==> config.mk <==
export PLATFORM = sky130hd
export DESIGN_NAME = hgsc_ctrl
export DESIGN_NICKNAME = d
export VERILOG_FILES = /design/src/rtl/hgsc_pkg.sv /design/src/rtl/hgsc_ctrl.sv
export SDC_FILE = /design/constraint.sdc
export NUM_CORES = 1
export LEC_CHECK = 0
export ABC_AREA = 1
export BUFFER_PORTS_ARGS = -buffer_cell sky130_fd_sc_hd__buf_2
export CAP_MARGIN = 20
export CORE_MARGIN = 2
export CORE_UTILIZATION = 41
export CTS_CLUSTER_DIAMETER = 80
export DETAILED_ROUTE_END_ITERATION = 12
export GPL_TIMING_DRIVEN = 0
export PLACE_DENSITY = 0.73
export SYNTH_ARGS = -nofsm -noshare
export SYNTH_HDL_FRONTEND = slang
export SYNTH_SLANG_ARGS = --single-unit
==> constraint.sdc <==
create_clock -name clk -period 1.25 [get_ports clk]
set_input_delay 0.0625 -clock clk [delete_from_list [all_inputs] [get_ports clk]]
set_output_delay 0.0625 -clock clk [all_outputs]
set_load 0.05 [all_outputs]
==> src/rtl/hgsc_pkg.sv <==
// Shared constants, codes and types of the hex-grid site coverage gain block.
`timescale 1ns / 1ps
package hgsc_pkg;

	localparam int MaxRows = 64;
	localparam int MaxCols = 64;
	localparam int RowW    = $clog2(MaxRows);
	localparam int ColW    = $clog2(MaxCols);
	localparam int CellW   = RowW + ColW;
	localparam int Cells   = MaxRows * MaxCols;
	localparam int CntW    = CellW + 1;
	localparam int DimW    = 7;
	localparam int DistW   = 8;
	localparam int GainW   = 13;
	localparam int CmdW    = 2;
	localparam int CfgIdxW = 1;
	localparam int NbW     = 3;

	localparam logic [DistW-1:0] Unreached = 8'hFF;
	localparam logic [DistW-1:0] MaxDist   = 8'hFE;

	localparam logic [CmdW-1:0] CmdClear = 2'd0;
	localparam logic [CmdW-1:0] CmdAdd   = 2'd1;
	localparam logic [CmdW-1:0] CmdEval  = 2'd2;
	localparam logic [CmdW-1:0] CmdNop   = 2'd3;

	localparam logic [CfgIdxW-1:0] CfgRows = 1'b0;
	localparam logic [CfgIdxW-1:0] CfgCols = 1'b1;

	localparam logic [NbW-1:0] NbLast = 3'd5;

	// one spread queue entry: map location, value written, value it replaced
	typedef struct packed {
		logic [CellW-1:0] loc;
		logic [DistW-1:0] newv;
		logic [DistW-1:0] oldv;
	} hgsc_qent_t;

	typedef struct packed {
		logic latch;
		logic clr_step;
		logic best_clr;
		logic src_rd;
		logic src_seed;
		logic q_rd;
		logic q_load;
		logic nb_rd;
		logic nb_upd;
		logic nb_next;
		logic rs_init;
		logic rs_wr;
		logic fin;
	} hgsc_cmd_t;

	typedef struct packed {
		logic [CmdW-1:0] cmd;
		logic            coord_bad;
		logic            src_zero;
		logic            sweep_last;
		logic            q_empty;
		logic            nb_ok;
		logic            nb_last;
	} hgsc_sts_t;

endpackage

==> src/rtl/hgsc_ctrl.sv <==
// Controller state machine sequencing clear sweeps, spreads and restore passes.
`timescale 1ns / 1ps
module hgsc_ctrl (
	input  logic                 clk,
	input  logic                 arst_n,
	input  logic                 start,
	output logic                 busy,
	input  hgsc_pkg::hgsc_sts_t  sts,
	output hgsc_pkg::hgsc_cmd_t  ctl
);
	import hgsc_pkg::*;

	localparam logic [3:0] S_INIT = 4'd0;
	localparam logic [3:0] S_IDLE = 4'd1;
	localparam logic [3:0] S_DISP = 4'd2;
	localparam logic [3:0] S_CLR  = 4'd3;
	localparam logic [3:0] S_SRC  = 4'd4;
	localparam logic [3:0] S_QRD  = 4'd5;
	localparam logic [3:0] S_QLD  = 4'd6;
	localparam logic [3:0] S_NRD  = 4'd7;
	localparam logic [3:0] S_NCMP = 4'd8;
	localparam logic [3:0] S_RSRD = 4'd9;
	localparam logic [3:0] S_RSWR = 4'd10;
	localparam logic [3:0] S_FIN  = 4'd11;

	logic [3:0] state_q, state_d;

	always_comb begin
		ctl     = '0;
		state_d = state_q;
		unique case (state_q)
			S_INIT: begin
				ctl.clr_step = 1'b1;
				if (sts.sweep_last) begin
					state_d = S_IDLE;
				end
			end
			S_IDLE: begin
				if (start) begin
					ctl.latch = 1'b1;
					state_d   = S_DISP;
				end
			end
			S_DISP: begin
				unique case (sts.cmd) inside
					CmdClear: begin
						ctl.best_clr = 1'b1;
						state_d      = S_CLR;
					end
					CmdAdd, CmdEval: begin
						if (sts.coord_bad) begin
							state_d = S_FIN;
						end else begin
							ctl.src_rd = 1'b1;
							state_d    = S_SRC;
						end
					end
					default: begin
						state_d = S_FIN;
					end
				endcase
			end
			S_CLR: begin
				ctl.clr_step = 1'b1;
				if (sts.sweep_last) begin
					state_d = S_FIN;
				end
			end
			S_SRC: begin
				if (sts.src_zero) begin
					state_d = S_FIN;
				end else begin
					ctl.src_seed = 1'b1;
					state_d      = S_QRD;
				end
			end
			S_QRD: begin
				if (!sts.q_empty) begin
					ctl.q_rd = 1'b1;
					state_d  = S_QLD;
				end else if (sts.cmd == CmdEval) begin
					ctl.rs_init = 1'b1;
					state_d     = S_RSRD;
				end else begin
					state_d = S_FIN;
				end
			end
			S_QLD: begin
				ctl.q_load = 1'b1;
				state_d    = S_NRD;
			end
			S_NRD: begin
				if (sts.nb_ok) begin
					ctl.nb_rd = 1'b1;
					state_d   = S_NCMP;
				end else if (sts.nb_last) begin
					state_d = S_QRD;
				end else begin
					ctl.nb_next = 1'b1;
				end
			end
			S_NCMP: begin
				ctl.nb_upd = 1'b1;
				if (sts.nb_last) begin
					state_d = S_QRD;
				end else begin
					ctl.nb_next = 1'b1;
					state_d     = S_NRD;
				end
			end
			S_RSRD: begin
				if (sts.q_empty) begin
					state_d = S_FIN;
				end else begin
					ctl.q_rd = 1'b1;
					state_d  = S_RSWR;
				end
			end
			S_RSWR: begin
				ctl.rs_wr = 1'b1;
				state_d   = S_RSRD;
			end
			S_FIN: begin
				ctl.fin = 1'b1;
				state_d = S_IDLE;
			end
			default: begin
				state_d = S_IDLE;
			end
		endcase
	end

	always_ff @(posedge clk or negedge arst_n) begin
		if (!arst_n) begin
			state_q <= S_INIT;
		end else begin
			state_q <= state_d;
		end
	end

	assign busy = state_q != S_IDLE;

endmodule

# Yosys cells after proc, flatten, opt, wreduce, memory -nomap -nowiden
# Index checks and enable logic that the tools add are counted.
# classes
n_eq_ne,18
muxes,36
n_reduce_logical,6
# ops
op,count
$pmux W4 S11,1
$mux W4,8
$mux W1,22
$eq A4 B3 Y1 const B,4
$eq A4 B4 Y1 const B,4
$eq A4 B2 Y1 const B,2
$pmux W4 S2,1
$mux W2,3
$ne A2 B2 Y1 const B,3
$reduce_or A2 Y1,3
$eq A4 B1 Y1 const B,1
$logic_not A4 Y1,1
$ne A4 B1 Y1 const B,1
$reduce_and A4 Y1,1
$ne A3 B3 Y1 const B,1
$eq A2 B1 Y1 const B,1
$eq A2 B2 Y1 const B,1
$logic_not A2 Y1,1
$pmux W1 S2,1
# totals
register_bits,4
input_bits,11
output_inout_bits,14
word_cells,61

# Depth between registers and ports, before layout
# Gate-level depths: netlist of the first run.
# logic_depth
ltp_word,4
mapped_depth,10
mapped_depth_nobuf,10

# Worst setup path before layout of the first run
# No wires, ideal clock.
# synth_timing
kind,reg-to-output
from,register state_q[1]
to,output ctl[7] (netlist bit)
arrival_ns,1.813
required_time_ns,1.188
setup_slack_ns,-0.626
path_stages_with_launch,6
n_path_buf,0
cell_sequence,dfrtp_1 inv_1 nand2_1 inv_1 nand2_1 o21ai_0
# synth_rtl
element,line_no,rtl
from (decl),hgsc_ctrl.sv:26,"logic [3:0] state_q, state_d;"
from (signal assigned),hgsc_ctrl.sv:137,state_q <= state_d;
to (decl),hgsc_ctrl.sv:9,output hgsc_pkg::hgsc_cmd_t ctl

==> summary.md, run 1 <==
| Metric | Value |
|---|---|
| PwrDens | 2340 mW/mm2 |
| Post-synth cell types | 20 |
| Largest net degree at the start of global routing | 7 |
| Initial antenna violation count | 0 |
| Top reg by flops | state_q |
| Post-DP Area | 776 um2 |
| Global route total overflow | 0 |
| Clock Skews | 0.00620 ns |
| Root buffer cell | clkbuf_4 |
| Die X | 41.7 um |
| CTS tree | done |
| CTS H-tree lvls | 1 |
| Minimum clock period | 1.42 ns |
| Layout Utilization | 0.785 |
| Clock slew at reported path FFs | 0.04 ns |
| CORE AREA | 0.00132 mm2 |
| Routed Antenna Nets | 0 |
| Met2 wire length | approximately 1 mm |
| Final #Nets | 155 |
| Top cell type by total area after synthesis | nand2_1 |
| Total Routing Usage GR | 0.231 |
| Synthesis Warnings | 0 |
| Count of pins over their slew limit | 0 |
| Met3 wire length | 144 um |
| Syn Inst Count | ~100 |
| Post-synth EDFFs | 0 |
| Maximum vdd drop | 0.00121 V |
| Post-Route WL | approximately 1.9 mm |
| # fillers | just over 90 |
| Hold/Removal Path Class | in2async |
| First-pass detailed-route iteration total | 4 |
| Vias | between 700 and 800 |
| Crit start category | register |
| Final Wtd Congestion | about 0.84 |
| Design area | 0.00103 mm2 |
| Top flop regs | state_q (4) |
| Clk_lat worst skew | 0.24 ns |
| Critical R2R Launch | state_q[0] |
| Max cap viols | 0 |
| Port Buf Inserts | 24 |
| Status | complete, but fails checks |
| WL/cell | 12.5 um |
| Mapped cell area | 583 um2 |
| Mapped Nets | 118 |
| First DRT Iteration DRCs | 25 |
| Crit Path Max Fanout | 5 |
| # IOs | 25 |
| Layout cells sized above 1 | 0.590 |
| R2r setup slk | -0.14 ns |
| # setup viols final | 17 |
| Sink Count | 4 |
| Leak | 0.598 nW |
| R2R cell count | 7 |
| Clock Path Buffers | 2 |
| Area contributors post-synth | nand2_1 (23%), dfrtp_1 (17%), inv_1 (10%) |
| First-pass GRT wire length | 3.09 mm |
| R2r endpoint | state_q[1] |
| Worst setup EP type | output pin |
| Crit path cell chain | inv_2 -> nand2_4 -> nor2_4 -> nand2_2 -> nor2_4 -> buf_6 |
| Initial core utilization | 0.443 |
| Total CTS buffers | 3 |
| Mean Syn Cell Area | 5.61 um2 |
| Hpwl dp | 1.28 mm |
| DRC viols | 0 |
| Antenna cells | 0 |
| Top Layer Used | met4 |
| Worst EP required | 1.19 ns |
| Met1 Routed Length | 737 um |
| Die Y | around 42 um |
| Number of global-route vias before repair | roughly 740 |
| Area share of the largest cell type after synthesis | 0.225 |
| Fmax | ~0.7 GHz |
| Crit Path Class | reg2out |
| Critical path arrival | 1.36 ns |
| Worst Max-Slew Pin Slew | 0.225 ns |
| Cell at the slowest stage of the critical path | dfrtp_2 |
| Synth Register Bits | 4 |
| Row count | 13 |
| Seq/Total Area, Yosys | 0.172 |
| P&R area growth vs syn | 77.5% |
| Drt via density | 5.17 |
| Top cell by count, worst path | nor2_4 |
| Final WS setup | -0.172 ns |
| Slew margin rel. | 0.850 |
| Slowest stage delay, CP | between 0.4 and 0.5 ns |
| Final worst-path cycle share | 1.14 |
| Total die area | 0.00174 mm2 |
| Asr flop ratio synth | 1.00 |
| RSZ-0062 raised after global routing | yes |
| Top FF cell, synth | dfrtp_1 |
| Failing checks | setup timing |
| Max reg flops | 4 |
| Final Hold Viols | 0 |
| Pre-CTS setup slack | -0.153 ns |
## where the power goes
part / total, W / switching, W / internal, W
clock: 0.000163 / 0.0000558 / 0.000108
sequential: 0.000334 / 0.000131 / 0.000203
combinational: 0.00193 / 0.00123 / 0.000699
## metal layers
metal / up-vias / global-route usage
met5: - / 0
met1: 362 / 0.267
met3: 5 / 0.0304
met2: 43 / 0.419
met4: 0 / 0.0968
li1: 386 / -
## Yosys cell counts, types with 2 or more instances
cell type,n
o21ai_1,2
dfrtp_1,4
nor2_1,13
nand2_1,35
nand2_2,5
nor2_2,2
ha_1,3
inv_1,16
o21ai_0,2
inv_2,6
nor2_4,2
nand3_1,6
## cell families (layout without fill, tap and decap cells)
logic type	after synthesis	in the layout	share of synthesized area
simple gates	68	68	0.536
flops	4	4	0.172
buf+inv	22	57	0.142
compound gates	7	7	0.0858
fa+ha+maj	3	3	0.0644
## metrics by stage
step | TNS [ns] | hold WS (ns) | std cells | total power (W)
3_3_place_gp | -0.507 | -0.135 | 143 | 0.00170
4_1_cts | -1.47 | 0.158 | 154 | 0.00233
3_5_place_dp | -0.626 | -0.133 | 143 | 0.00172
6_report | -1.81 | 0.168 | 154 | 0.00242
2_1_floorplan | -0.0930 | -0.233 | 104 | 0.00144
5_1_grt | -2.67 | 0.195 | 154 | 0.00255
## layout make-up
type                       instances  area, um2  area share
sequential                         4        105       0.102
multi-input combinational         78        522       0.504
clock buffer                       3       22.5      0.0218
inverter                          22       92.6      0.0895
timing repair buffer              32        274       0.265
tap                               15       18.8      0.0181
## worst max-delay path, delay by kind of cell, from the launching register on
| kind | cells | cell delay, ns |
|---|---|---|
| simple gates | 4 | 0.42 |
| flops | 1 | 0.44 |
| buf+inv | 2 | 0.27 |
## worst max-delay path by stage
stage                     cells after the start  startpoint  slack, ns      to
after floorplan                               5  state_q[1]      -0.07  ctl[7]
after global placement                        6  state_q[3]      -0.13  ctl[2]
after detailed placement                      6  state_q[3]      -0.15  ctl[2]
after CTS                                     8  state_q[2]      -0.14  ctl[3]
after global routing                          6  state_q[1]      -0.21  ctl[2]
final                                         6  state_q[1]      -0.17  ctl[2]
## cells in the final DEF (no fill, tap or decap), types with 2 or more instances in the layout
master and instances:
nand2_4 5, nor2_2 4, ha_1 3, buf_4 9, o21ai_1 2, inv_1 14, dfrtp_2 4, buf_6 9
nand2_2 12, buf_2 10, nand2_1 23, inv_2 4, clkbuf_4 3, nor2_4 9, buf_8 3, inv_4 4
nor2_1 4, nand3_1 6
## repair_timing
action,4_1_cts,5_1_grt
hold endpoints to repair,4,0
buffers inserted,7,0
pin swaps,9,1
gates resized for setup,54,6
setup endpoints to repair,18,18
hold buffers,1,0
(Power assumes the default switching activity.)
==> run 2, diff against run 1 <==
ABC_AREA = 0   (was 1)
SETUP_SLACK_MARGIN = 0.2   (was default)
==> summary.md, run 2 <==
| Metric | Value |
|---|---|
| Post_cts resized | 63 |
| Mapped Nets | 93 |
| Die X | a little over 40 um |
| Seq/Total Area, Yosys | 0.175 |
| Port Buf Inserts | 24 |
| Hpwl dp | 1.45 mm |
| Post-synth EDFFs | 0 |
| Top post-synthesis cells by count | nor2_1 (9), inv_1 (6), a21oi_1 (5) |
| CTS H-tree lvls | 1 |
| Post-DP Area | 908 um2 |
| Area contributors post-synth | dfrtp_1 (18%), ha_1 (6.6%), nor2_1 (5.9%) |
| Postcts setup bufs | 21 |
| Most frequent cell after synthesis | nor2_1 |
| Root buffer cell | clkbuf_4 |
| Row count | 13 |
| Asr flop ratio synth | 1.00 |
| Synth Register Bits | 4 |
| Stop err | [ERROR DPL-0038] Utilization greater than 100%, impossible to legalize |
| Top FF cell, synth | dfrtp_1 |
| Clock Path Buffers | 2 |
| Total CTS buffers | 3 |
| Status | stopped before the end |
| Mean Syn Cell Area | 7.24 um2 |
| Top cell type by total area after synthesis | dfrtp_1 |
| Final Wtd Congestion | 0.855 |
| Mapped cell area | 572 um2 |
| Area share of the largest cell type after synthesis | 0.175 |
| Syn Inst Count | 79 |
| CTS Hold Bufs | 1 |
| Post-synth cell types | 33 |
| Synthesis Warnings | 0 |
| Sink Count | 4 |
| Die Y | 41.3 um |
| Failing step | 4_1_cts |
| # IOs | 25 |
| Initial core utilization | 0.439 |
==> run 2: per-stage QoR <==
step / setup WS, ns / cells
floorplan: -0.337 / 79
global placement: -0.349 / 118
detailed placement: -0.353 / 118
==> run 2: logic make-up after synthesis <==
| group | after synthesis | share of synthesized area |
|---|---|---|
| adder cells (fa/ha/maj) | 3 | 0.0657 |
| buffers and inverters | 12 | 0.0875 |
| AND/OR/NAND/NOR | 35 | 0.346 |
| multiplexers | 2 | 0.0372 |
| flip-flops | 4 | 0.175 |
| AO/OA/AOI/OAI | 23 | 0.289 |
==> run 3, diff against run 2 <==
CORE_AREA = 2 2 63 65   (was default)
CORE_MARGIN = default   (was 2)
CORE_UTILIZATION = default   (was 41)
CTS_CLUSTER_DIAMETER = default   (was 80)
DIE_AREA = 0 0 65 67   (was default)
PLACE_DENSITY = default   (was 0.73)
PLACE_DENSITY_LB_ADDON = 0.15   (was default)
SETUP_SLACK_MARGIN = default   (was 0.2)
clock period = 1.6 ns   (was 1.25 ns; I/O delays follow)
==> summary.md, run 3 <==
| Metric | Value |
|---|---|
| Sink Count | 4 |
| Initial core utilization | 0.159 |
| Fmax | between 0.6 and 0.7 GHz |
| Synth Area in XOR/XNOR | 0 |
| Comb power frac | 0.790 |
| Post-DP Area | 831 um2 |
| Synthesis Warnings | 0 |
| # setup viols final | 0 |
| Mapped cell area | 572 um2 |
| R2r setup slk | 0.08 ns |
| CTS H-tree lvls | 1 |
| Layout cells sized above 1 | 0.472 |
| R2r endpoint | state_q[1] |
| Final #Nets | 124 |
| Final Wtd Congestion | 0.716 |
| Asr flop ratio synth | 1.00 |
| Power Internal | roughly 0.00090 W |
| Root buffer cell | clkbuf_8 |
| DRC viols | 0 |
| Clock Power Share | 0.108 |
| Vias | 702 |
| Hold/Removal Path Class | in2async |
| Worst Max-Slew Pin Slew | 0.250 ns |
| Final WS setup | around 0.055 ns |
| Maximum vdd drop | approximately 0.0004 V |
| Max cap viols | 0 |
| Top post-synthesis cells by count | nor2_1 (9), inv_1 (6), a21oi_1 (5) |
| Largest family of logic cells by synthesized area | simple AND/OR/NAND/NOR gates |
| Worst EP required | between 1.5 and 2 ns |
| # IOs | 25 |
| Max reg flops | 4 |
| CP endpoint | ctl[7] |
| WHS | 0.197 ns |
| Crit start category | register |
| Crit path cell chain | buf_4 -> nand2_2 -> a211oi_4 -> buf_6 |
| Critical R2R Launch | state_q[2] |
| Port Buf Inserts | 24 |
| Hpwl dp | 1.56 mm |
| Mean Syn Cell Area | 7.24 um2 |
| CORE AREA | ~0.0036 mm2 |
| Die Y | 67 um |
| Minimum clock period | 1.55 ns |
| Commonest non-fill, non-tap cells in the layout | buf_2 (18), nor2_1 (8), inv_1 (6), buf_4 (6) |
| Die X | 65 um |
| Total CTS buffers | 3 |
| Clock Skews | 0.00326 ns |
| Top reg by flops | state_q |
| PwrDens | ~1900 mW/mm2 |
| Pre-CTS setup slack | -0.209 ns |
| Seq/Total Area, Yosys | 0.175 |
| Post-synth EDFFs | 0 |
| Worst setup EP type | output pin |
| Most common cell after layout, fill and taps aside | buf_2 |
| # fillers | approximately 390 |
| Clock slew at reported path FFs | around 0.030 ns |
| Final Hold Viols | 0 |
| Area contributors post-synth | dfrtp_1 (18%), ha_1 (6.6%), nor2_1 (5.9%) |
| First-pass detailed-route iteration total | 4 |
| First DRT Iteration DRCs | 53 |
| Post-synth cell types | 33 |
| Row count | 22 |
| Mux cell area share after synthesis | 0.0372 |
| CTS tree | done |
| CP startpoint | state_q[2] |
| Post-Route WL | 1.97 mm |
| Slowest stage delay, CP | between 0.4 and 0.5 ns |
| Design area | 0.00100 mm2 |
| Crit Path Max Fanout | 10 |
| Synth Register Bits | 4 |
| P&R area growth vs syn | 75.5% |
| R2R cell count | 4 |
| Crit Path Class | reg2out |
| Count of pins over their slew limit | 0 |
| Final worst-path cycle share | 0.966 |
| Routed Antenna Nets | 0 |
| Drt via density | between 4 and 5 |
| Top cell type by total area after synthesis | dfrtp_1 |
| Syn Inst Count | 79 |
| Clock Path Buffers | 2 |
| Sw Share | 0.531 |
| Register share of total power | 0.103 |
| Most frequent cell after synthesis | nor2_1 |
| Largest net degree at the start of global routing | 11 |
| Post-synthesis adder-cell area fraction | 0.0656 |
| Post-Synth Simple-Gate Area | 0.346 |
| Cell at the slowest stage of the critical path | dfrtp_2 |
| First-pass GRT wire length | 3.15 mm |
| Complex-gate fraction of the synthesized area | 0.289 |
| Critical path arrival | between 1 and 1.5 ns |
| Initial antenna violation count | 0 |
| Top flop regs | state_q (4) |
| Area share of the largest cell type after synthesis | 0.175 |
| Number of global-route vias before repair | 679 |
| Top FF cell, synth | dfrtp_1 |
| Mapped Nets | 93 |
| WL/cell | 12.7 um |
| Leak | 0.450 nW |
| Slew margin rel. | 0.829 |
| Sw power | 0.00102 W |
| Total Routing Usage GR | 0.0920 |
| Global route total overflow | 0 |
| Antenna cells | 0 |
| Clk_lat worst skew | between 0.2 and 0.25 ns |
| Status | finished, final reports clean |
| Total die area | 0.00436 mm2 |
==> run 3: cell counts after synthesis <==
Identical to the previous run, type by type.
==> run 3: layout make-up <==
type | instances | area [um2] | area share
buffer | 6 | 52.6 | 0.0524
clock buffer | 3 | 41.3 | 0.0411
inverter | 6 | 22.5 | 0.0224
multi-input combinational | 63 | 549 | 0.547
sequential | 4 | 101 | 0.101
tap | 48 | 60.1 | 0.0599
timing repair buffer | 26 | 176 | 0.176
==> run 3: how the worst min path moves through the flow <==
stage,start,end,depth (start not counted)
floorplan,arst_n,state_q[0],0
global placement,arst_n,state_q[1],1
detailed placement,arst_n,state_q[2],1
CTS,arst_n,state_q[1],2
global route,arst_n,state_q[1],2
finish,arst_n,state_q[1],2
==> run 3: worst max-delay path, delay by kind of cell, from the launching register on <==
kind                   cells  cell delay, ns
AOI/OAI and AO/OA          1            0.26
buffers and inverters      2            0.39
DFF                        1            0.44
and+or+nand+nor            1            0.15
==> run 3: cell families after synthesis <==
logic type | count (synthesis)
simple gates | 35
compound gates | 23
buf+inv | 12
flops | 4
fa+ha+maj | 3
mux | 2
==> run 3: per-layer routing <==
layer / GRT usage / share of wire / vias to the layer above
li1: - / - / 352
met1: 0.117 / 0.47 / 331
met2: 0.166 / 0.49 / 17
met3: 0.0135 / 0.034 / 2
met4: 0.0160 / 0.0051 / 0
met5: 0 / 0 / -
==> run 3: repair_timing <==
action	CTS	global route
endpoints found under the hold margin	4	0
buffers inserted	0	1
gates resized for setup	16	18
cloned	0	0
hold buffers	1	0
endpoints found under the setup margin	13	9
==> run 3: stage by stage <==
step / std cells / setup TNS, ns / total power [W] / utilization
final: 156 / 0 / 0.00192 / 0.278
after global routing: 156 / -0.00421 / 0.00204 / 0.278
after CTS: 155 / -0.0677 / 0.00176 / 0.255
after detailed placement: 151 / -0.703 / 0.00146 / 0.230
after global placement: 151 / -0.770 / 0.00147 / 0.230
after floorplan: 79 / -0.467 / 0.00118 / -
==> run 3: power by group through the flow <==
stage	Combinational (W)	Clock [W]	Sequential [W]
after floorplan	0.00101	0	0.000173
after detailed placement	0.00128	0	0.000182
after global placement	0.00129	0	0.000181
after CTS	0.00136	0.000215	0.000185
final	0.00151	0.000206	0.000197
after global routing	0.00161	0.000225	0.000202
